## config.mk

```make
export PLATFORM = sky130hd
export DESIGN_NAME = gade_ctrl
export DESIGN_NICKNAME = d
export VERILOG_FILES = /design/src/rtl/gade_pkg.sv /design/src/rtl/gade_ctrl.sv
export VERILOG_INCLUDE_DIRS = /design/src /design/src/rtl
export SDC_FILE = /design/constraint.sdc
export NUM_CORES = 1
export LEC_CHECK = 0
export BUFFER_PORTS_ARGS = -buffer_cell sky130_fd_sc_hd__buf_2
export CAP_MARGIN = 30
export CORE_ASPECT_RATIO = 1.4
export CORE_MARGIN = 2
export CORE_UTILIZATION = 42
export CTS_BUF_LIST = sky130_fd_sc_hd__clkbuf_8
export DETAILED_ROUTE_END_ITERATION = 12
export SLEW_MARGIN = 20
export SYNTH_ARGS = -nofsm -noshare
export SYNTH_HDL_FRONTEND = slang
export SYNTH_SLANG_ARGS = --single-unit
```

## constraint.sdc

```tcl
create_clock -name i_clk -period 2.2 [get_ports i_clk]
set_input_delay 0.22 -clock i_clk [delete_from_list [all_inputs] [get_ports i_clk]]
set_output_delay 0.22 -clock i_clk [all_outputs]
set_load 0.01 [all_outputs]
```

## src/rtl/graph_adjacency_degree_engine_defines.svh

```systemverilog
// Assertion macros for the RTL, used by gade_ctrl
`ifndef GRAPH_ADJACENCY_DEGREE_ENGINE_DEFINES_SVH
`define GRAPH_ADJACENCY_DEGREE_ENGINE_DEFINES_SVH
`define GADE_ASSERT_IMPL(label, clk, rst_n, pre, post) \
    label: assert property (@(posedge clk) disable iff (!rst_n) (pre) |-> (post)) \
        else $error("assertion failed");
`define GADE_ASSERT_NEXT(label, clk, rst_n, pre, post) \
    label: assert property (@(posedge clk) disable iff (!rst_n) (pre) |=> (post)) \
        else $error("assertion failed");
`endif

```

## src/rtl/gade_pkg.sv

```systemverilog
package gade_pkg;
    localparam int NODES_DEF = 32;
    localparam int CMD_W = 3;
    localparam int NODE_W = 6;
    localparam int DEG_W = 6;
    localparam int CHOSEN_W = 5;

    typedef enum logic [2:0] {
        CMD_ADD = 3'd0, CMD_REMOVE = 3'd1, CMD_DROP_NODE = 3'd2, CMD_QUERY = 3'd3,
        CMD_PICK_MAX = 3'd4, CMD_PICK_MIN = 3'd5, CMD_PICK_DEG = 3'd6, CMD_SUMMARY = 3'd7
    } t_cmd;

    typedef struct packed {
        logic [CMD_W-1:0]  cmd;
        logic [NODE_W-1:0] node_a;
        logic [NODE_W-1:0] node_b;
        logic [DEG_W-1:0]  wanted_degree;
    } t_req;

    typedef struct packed {
        logic              edge_present;
        logic [DEG_W-1:0]  node_degree;
        logic [CHOSEN_W-1:0] chosen_node;
        logic              chosen_found;
        logic [DEG_W-1:0]  largest_degree;
        logic [DEG_W-1:0]  active_count;
        logic              graph_empty;
        logic              graph_complete;
    } t_rsp;

    // controller -> datapath
    typedef struct packed {
        logic load;       // capture request
        logic clr_acc;    // start a scan pass
        logic row_step;   // process one (i,j) element, or refresh row i degree
        logic fin_node;   // close node i of a scan
        logic wr_edge;    // apply edge add/remove
        logic drop_step;  // clear column bit of node j, row of a at end
        logic fin_min;    // second pass of pick min and summary
        logic emit;       // build result
    } t_ctl;

    typedef struct packed {
        logic cmd_valid_nodes;
        logic [NODE_W:0] i_idx;
        logic [NODE_W:0] j_idx;
    } t_sts;
endpackage

```

## src/rtl/gade_ctrl.sv

```systemverilog
`include "graph_adjacency_degree_engine_defines.svh"
module gade_ctrl #(
    parameter int NODES = gade_pkg::NODES_DEF
) (
    input  logic  i_clk,
    input  logic  i_rst_n,
    input  logic  i_req_valid,
    input  logic [gade_pkg::CMD_W-1:0] i_cmd,
    input  logic  i_va,
    input  logic  i_vb,
    input  logic  i_rsp_ready,
    output logic  o_req_ready,
    output logic  o_rsp_valid,
    output gade_pkg::t_ctl o_ctl,
    output logic [$clog2(NODES)-1:0] o_row,
    output logic [$clog2(NODES)-1:0] o_col
);
    import gade_pkg::*;
    localparam int IW = $clog2(NODES);

    typedef enum logic [7:0] {
        S_IDLE = 8'b00000001, S_EDGE = 8'b00000010, S_DROP = 8'b00000100,
        S_DEG  = 8'b00001000, S_SCAN = 8'b00010000, S_MIN = 8'b00100000,
        S_EMIT = 8'b01000000, S_OUT = 8'b10000000
    } t_state;

    t_state r_state, n_state;
    logic [IW-1:0] r_row, n_row, r_col, n_col;
    logic [CMD_W-1:0] r_cmd, n_cmd;
    logic r_rsp_valid, n_rsp_valid;
    logic last_col, last_row;
    assign last_col = r_col == IW'(NODES-1);
    assign last_row = r_row == IW'(NODES-1);

    always_comb begin
        n_state = r_state; n_row = r_row; n_col = r_col; n_cmd = r_cmd;
        n_rsp_valid = r_rsp_valid;
        o_ctl = '0;
        if (r_rsp_valid && i_rsp_ready) n_rsp_valid = 1'b0;
        unique case (r_state)
            S_IDLE: if (i_req_valid) begin
                o_ctl.load = 1'b1; n_cmd = i_cmd; n_row = '0; n_col = '0;
                unique case (t_cmd'(i_cmd))
                    CMD_ADD, CMD_REMOVE: n_state = S_EDGE;
                    CMD_DROP_NODE: n_state = S_DROP;
                    CMD_QUERY: n_state = S_EMIT;
                    default: n_state = S_SCAN;
                endcase
            end
            S_EDGE: begin
                if (i_va && i_vb) begin
                    o_ctl.wr_edge = 1'b1; n_state = S_DEG;
                end else n_state = S_EMIT;
            end
            S_DROP: begin
                if (!i_va) n_state = S_EMIT;
                else begin
                    o_ctl.drop_step = 1'b1; n_col = r_col + 1'b1;
                    if (last_col) begin n_col = '0; n_state = S_DEG; end
                end
            end
            S_DEG: begin
                // refresh every degree from its row
                o_ctl.row_step = 1'b1; n_row = r_row + 1'b1;
                if (last_row) begin n_row = '0; n_state = S_EMIT; end
            end
            S_SCAN: begin
                if (r_row == '0 && r_col == '0) o_ctl.clr_acc = 1'b1;
                o_ctl.row_step = 1'b1;
                n_col = r_col + 1'b1;
                if (last_col) begin
                    n_col = '0;
                    o_ctl.fin_node = 1'b1;
                    o_ctl.clr_acc = 1'b0;
                    n_row = r_row + 1'b1;
                    if (last_row) begin
                        n_row = '0;
                        n_state = (r_cmd == CMD_PICK_MIN || r_cmd == CMD_SUMMARY)
                                  ? S_MIN : S_EMIT;
                    end
                end
            end
            S_MIN: begin
                o_ctl.fin_min = 1'b1; n_row = r_row + 1'b1;
                if (last_row) begin n_row = '0; n_state = S_EMIT; end
            end
            S_EMIT: begin
                o_ctl.emit = 1'b1; n_rsp_valid = 1'b1; n_state = S_OUT;
            end
            S_OUT: if (!r_rsp_valid || i_rsp_ready) n_state = S_IDLE;
            default: n_state = S_IDLE;
        endcase
        if (r_state == S_EMIT && r_rsp_valid && !i_rsp_ready) begin
            o_ctl.emit = 1'b0; n_rsp_valid = 1'b1; n_state = S_EMIT;
        end
    end

    always_ff @(posedge i_clk) begin
        if (!i_rst_n) begin
            r_state <= S_IDLE; r_rsp_valid <= 1'b0; r_row <= '0; r_col <= '0;
            r_cmd <= '0;
        end else begin
            r_state <= n_state; r_rsp_valid <= n_rsp_valid; r_row <= n_row;
            r_col <= n_col; r_cmd <= n_cmd;
        end
    end

    assign o_req_ready = r_state == S_IDLE;
    assign o_rsp_valid = r_rsp_valid;
    assign o_row = (r_state == S_DROP) ? r_col : r_row;
    assign o_col = r_col;

    `GADE_ASSERT_IMPL(a_ready_idle, i_clk, i_rst_n, o_req_ready, !o_ctl.emit)
    `GADE_ASSERT_NEXT(a_emit_valid, i_clk, i_rst_n, o_ctl.emit, r_rsp_valid)
    `GADE_ASSERT_IMPL(a_onehot, i_clk, i_rst_n, 1'b1, $onehot(r_state))
endmodule

```

# After elaboration in Yosys (flattened, before gate mapping)
# Index checks and enable logic that the tools add are counted.
# W data, S select, Z words.
[totals] ff_bits=22 latchBits=0 ramBits=0 rom_bits=0 in_bits=9 out_inout_bits=20 elab_cells=99 memories=0
[classes] addsub=2 mul=0 div_mod_pow=0 magnitude_cmp=0 n_eq_ne=28 shift=0 n_mux=38 bitwise_logic=1 reduce_logical=24
[op_table] operator="$mux W8" count=7
[op_table] operator="$pmux W8 S7" count=1
[op_table] operator="$mux W5" count=6
[op_table] operator="$pmux W5 S3" count=2
[op_table] operator="$mux W7" count=3
[op_table] operator="$pmux W7 S3" count=1
[op_table] operator="$mux W1" count=18
[op_table] operator="$ne A3 B3 Y1 const B" count=4
[op_table] operator="$reduce_and A6 Y1" count=2
[op_table] operator="$add A5 B1 Y5 const B" count=2
[op_table] operator="$eq A5 B5 Y1 const B" count=2
[op_table] operator="$logic_not A5 Y1" count=2
[op_table] operator="$ne A2 B2 Y1 const B" count=5
[op_table] operator="$reduce_bool A3 Y1" count=3
[op_table] operator="$eq A8 B1 Y1 const B" count=1
[op_table] operator="$eq A8 B2 Y1 const B" count=1
[op_table] operator="$eq A8 B3 Y1 const B" count=1
[op_table] operator="$eq A8 B4 Y1 const B" count=1
[op_table] operator="$eq A8 B5 Y1 const B" count=1
[op_table] operator="$eq A8 B6 Y1 const B" count=1
[op_table] operator="$eq A8 B7 Y1 const B" count=1
[op_table] operator="$eq A8 B8 Y1 const B" count=1
[op_table] operator="$reduce_or A2 Y1" count=4
[op_table] operator="$eq A3 B2 Y1 const B" count=2
[op_table] operator="other kinds (13)" count=21

# Longest topological paths before layout
[depth] depth_word=7 depth_mapped=8

# Worst setup path after synthesis
# Ideal clock, no wire load.
[synth_path] path_type="reg-to-reg" start="register r_col[1], in the netlist o_col[1]" end="register r_state[5]" t_arrival_ns=1.911 t_required_ns=2.130 slack_ns=0.219 path_stages_with_launch=9 period_less_slack_ns=1.981 path_cell_list="dfxtp_1 > ha_1 > and3_1 > ha_1 > clkinv_1 > nand2_1 > o221ai_1 > or4_1 > a21oi_1"
[synth_via] elab_chain_len=3 word_cells_on_any_way=4 cone_classes="eq/ne (3); reduce/logical (1)"
[synth_rtl] element="start, declared" line="gade_ctrl.sv:28" source="logic [IW-1:0] r_row, n_row, r_col, n_col;"
[synth_rtl] element="start signal, assigned" line="gade_ctrl.sv:104" source="r_col <= n_col; r_cmd <= n_cmd;"
[synth_rtl] element="$eq A5 B5 Y1 (*)" line="gade_ctrl.sv:32" source="assign last_col = r_col == IW'(NODES-1);"
[synth_rtl] element="$ne A3 B3 Y1 (no source line) or $ne A2 B2 Y1 (tied branches)"
[synth_rtl] element="$reduce_and A6 Y1 (no source line) (*)"
[synth_rtl] element="end signal, assigned" line="gade_ctrl.sv:103" source="r_state <= n_state; r_rsp_valid <= n_rsp_valid; r_row <= n_row;"
[synth_rtl] element="end, declared" line="gade_ctrl.sv:27" source="t_state r_state, n_state;"
# Every way passes the cells marked *; elsewhere a longest branch is shown, timed or not.
# A chain may end at the register's enable or synchronous reset.

# Worst setup path after layout
[layout_path] start="register r_state[4]" end="output port o_row[2]"
[layout_via] elab_chain_len=2
[layout_rtl] element="$eq A8 B3 Y1" line="gade_ctrl.sv:110" source="assign o_row = (r_state == S_DROP) ? r_col : r_row;"
[layout_rtl] element="$mux W5" line="gade_ctrl.sv:110"
[layout_rtl] element="end, declared" line="gade_ctrl.sv:15" source="output logic [$clog2(NODES)-1:0] o_row,"
# Every way passes these cells.

==> flow_summary.yaml <==
pwr:
  ir_drop_mv: 0.378
  power_mw: 1.02
  p_leak_nw: 0.772
  powerDensity_nw_per_um2: 573
floorplan:
  rows: 25
  core_um2: 3350
  boundaryPins: 29
  die_h_um: 73.9
  initial_core_util_pct: 43.8
  die_width_um: 53.9
  die-area_um2: 3980
finish:
  regArea_um2: 425
  fill_cells: 347
  antenna-diode-count: 0
  nets: 237
  syn_to_final_growth_pct: 21.0
  multi_input_area_um2: 981
  drive_gt1_share_pct: 27.6
sta:
  fin_skew_ps: 8.13
  finalCritPeriodShare_pct: 94.7
  fin_setup_tns_ps: 0
  max_clock_freq_mhz: 480
  report.final.hold_viol_count: 0
  finalMaxSlewViolations: 0
  relSlewSlack_pct: 66.7
  rsz0062_at_grt: "no"
  worst_slew_pin_slew_ps: 492
  min_period_ps: 2080
  setup-violations-final: 0
worst_setup_path:
  critPathMaxFanout: 10
  path_delay_family: "simple AND/OR/NAND/NOR gates"
  criticalPathCategory: "reg2out"
  cp_slowest_cell: "dfxtp_1"
  worstPathCellList: "nor4_4 > nand2_2 > buf_4 > mux2_2 > buf_2"
  cp.required_ps: 1980
  worstSetupEndpointType: "primary output"
  reg2reg_from: "r_state[4]$_SDFFE_PP0P_"
  slowest_delay_ps: 450
  critPathArrivalTime_ps: 1860
  worst_setup_path_start_kind: "flip-flop"
  critPathBufInv: 2
  crit_start: "r_state[4]$_SDFFE_PP0P_"
route:
  wl_per_cell_um: 16.2
  via_per_inst: 5.91
  vias: 1542
  ant_nets: 0
  drc: 0
  totalWireLength_um: 4220
  drtIter0Drc: 52
  first_pass_iters: 4
placed_design:
  dp_hpwl_um: 3310
  place_congestion: 0.941
  io_buffers: 28
logic_synthesis:
  synth-edff-count: 0
  yosys_warnings: 0
  ys_async_sr_fraction_pct: 0
  avgSynthCellArea_um2: 8.01
  ys_ff_latch: 21
  syn_area_um2: 1470
  synthCells: 183
  yosysUniqueCellTypes: 49
  ys_seq_area_share_pct: 28.7
  synth_flop_cell: "dfxtp_1"
  syn_nets: 198
grt:
  grt_max_degree: 12
  antenna_found_initial: 0
  grt_pass1_vias: 1497
  grt-ovfl-total: 0
  grt_pass1_wl_um: 6910
  track_usage_pct: 23.5
cts:
  clk_pin_slew_ps: 80
  worst_skew_pair.late_latency_ps: 260
  cts_tree: "done"
  numCtsBuffers: 3
  root_buffer: "clkbuf_8"
  cts.path.max_buffers: 2
  htree_levels: 1
  cts_sinks: 21
worst_hold_path:
  min_from: "i_rst_n"
  worstHoldPathType: "in2reg"
run:
  cap_violations: 0
outcome:
  outcome: "finished clean"
## synthesized netlist by cell type (4+ instances only)
library cell | n | area [um^2]
o21ai_0 | 12 | 60.1
dfxtp_1 | 21 | 420
nor4b_1 | 5 | 43.8
nand3_1 | 12 | 60.1
inv_1 | 10 | 37.5
and3_1 | 4 | 25.0
a21oi_1 | 13 | 65.1
a211oi_1 | 4 | 30.0
nor2_1 | 10 | 37.5
ha_1 | 6 | 75.1
nand2_1 | 24 | 90.1
xnor2_1 | 4 | 35.0
nand4_1 | 5 | 31.3
## metal layers
| metal | GRT usage, % | share of wire, % |
|---|---|---|
| met1 | 26.8 | 41 |
| met2 | 42.7 | 53 |
| met3 | 2.64 | 3.6 |
| met4 | 9.69 | 2.2 |
| met5 | 0 | 0 |
## registers in the layout (all words and copies together) (netlist names)
register,cells
o_col,5
o_rsp_valid,1
r_cmd,2
r_row,5
r_state,8
## where the power goes
group	leakage, nW	switching, mW	internal (mW)
Clock	0.0269	0.129	0.125
Sequential	0.172	0.0327	0.399
Combinational	0.573	0.190	0.141
## final cells by class
class                      count  area share (%)
inverter                      11            2.33
multi-input combinational    145            55.3
sequential                    21            24.0
clock inverter                 1           0.212
clock buffer                   3            2.33
timing repair buffer          40            13.0
tap                           40            2.82
## cell usage in the layout (no fill, tap or decap), types with 2 or more instances in the layout
master / netlist / final
nand3_1: 12 / 12
o22ai_1: 2 / 2
nor4b_2: 1 / 2
inv_1: 10 / 11
nor3_1: 3 / 3
nor2_1: 10 / 10
xor2_1: 2 / 2
a32o_1: 2 / 2
and3_1: 4 / 4
nor4_4: 3 / 3
and2_1: 3 / 3
buf_4: 1 / 12
nand4_1: 5 / 5
buf_2: 3 / 28
or4_1: 3 / 3
dfxtp_2: 0 / 4
ha_1: 6 / 6
a21oi_1: 13 / 13
nor4b_1: 5 / 4
xnor2_1: 4 / 4
a211oi_1: 4 / 4
clkbuf_8: 0 / 3
nor4_1: 2 / 2
or3_1: 3 / 3
o21ai_0: 12 / 12
nand2_1: 24 / 23
dfxtp_1: 21 / 17
## final timing paths
| kind | cells past startpoint | endpoint | slack, ps |
|---|---|---|---|
| worst max-delay path | 5 | o_row[2] | 120 |
| worst min register to register | 2 | r_cmd[0]$_SDFFE_PN0P_ | 460 |
| worst min-delay path | 2 | r_state[0]$_SDFFE_PN1P_ | 210 |
| worst max register to register | 7 | r_state[2]$_SDFFE_PP0P_ | 150 |
## stage by stage
| step | utilization (%) | setup WS, ps | hold slack, ps | instance area, um^2 | std cells |
|---|---|---|---|---|---|
| 2_1_floorplan | - | 219 | 299 | 1470 | 183 |
| 3_3_place_gp | 50.6 | 190 | 441 | 1690 | 255 |
| 3_5_place_dp | 50.6 | 146 | 454 | 1690 | 255 |
| 4_1_cts | 52.2 | 27.6 | 206 | 1750 | 259 |
| 5_1_grt | 53.0 | 25.1 | 215 | 1770 | 261 |
| 6_report | 53.0 | 117 | 213 | 1770 | 261 |
## cells by family after synthesis
group,Yosys count,share of synthesized area (%)
compound gates,43,18.7
xor+xnor,6,3.59
fa+ha+maj,6,5.12
buf+inv,17,5.38
flops,21,28.7
mux,1,0.769
simple gates,89,37.7
## repair_timing
item | in CTS | in global routing
pin swaps | 0 | 1
endpoints found under the hold margin | 0 | 0
hold buffers | 0 | 0
endpoints found under the setup margin | 1 | 7
buffers inserted | 0 | 2
gates resized for setup | 2 | 5
Note: power is estimated with default switching activity, not from simulation.
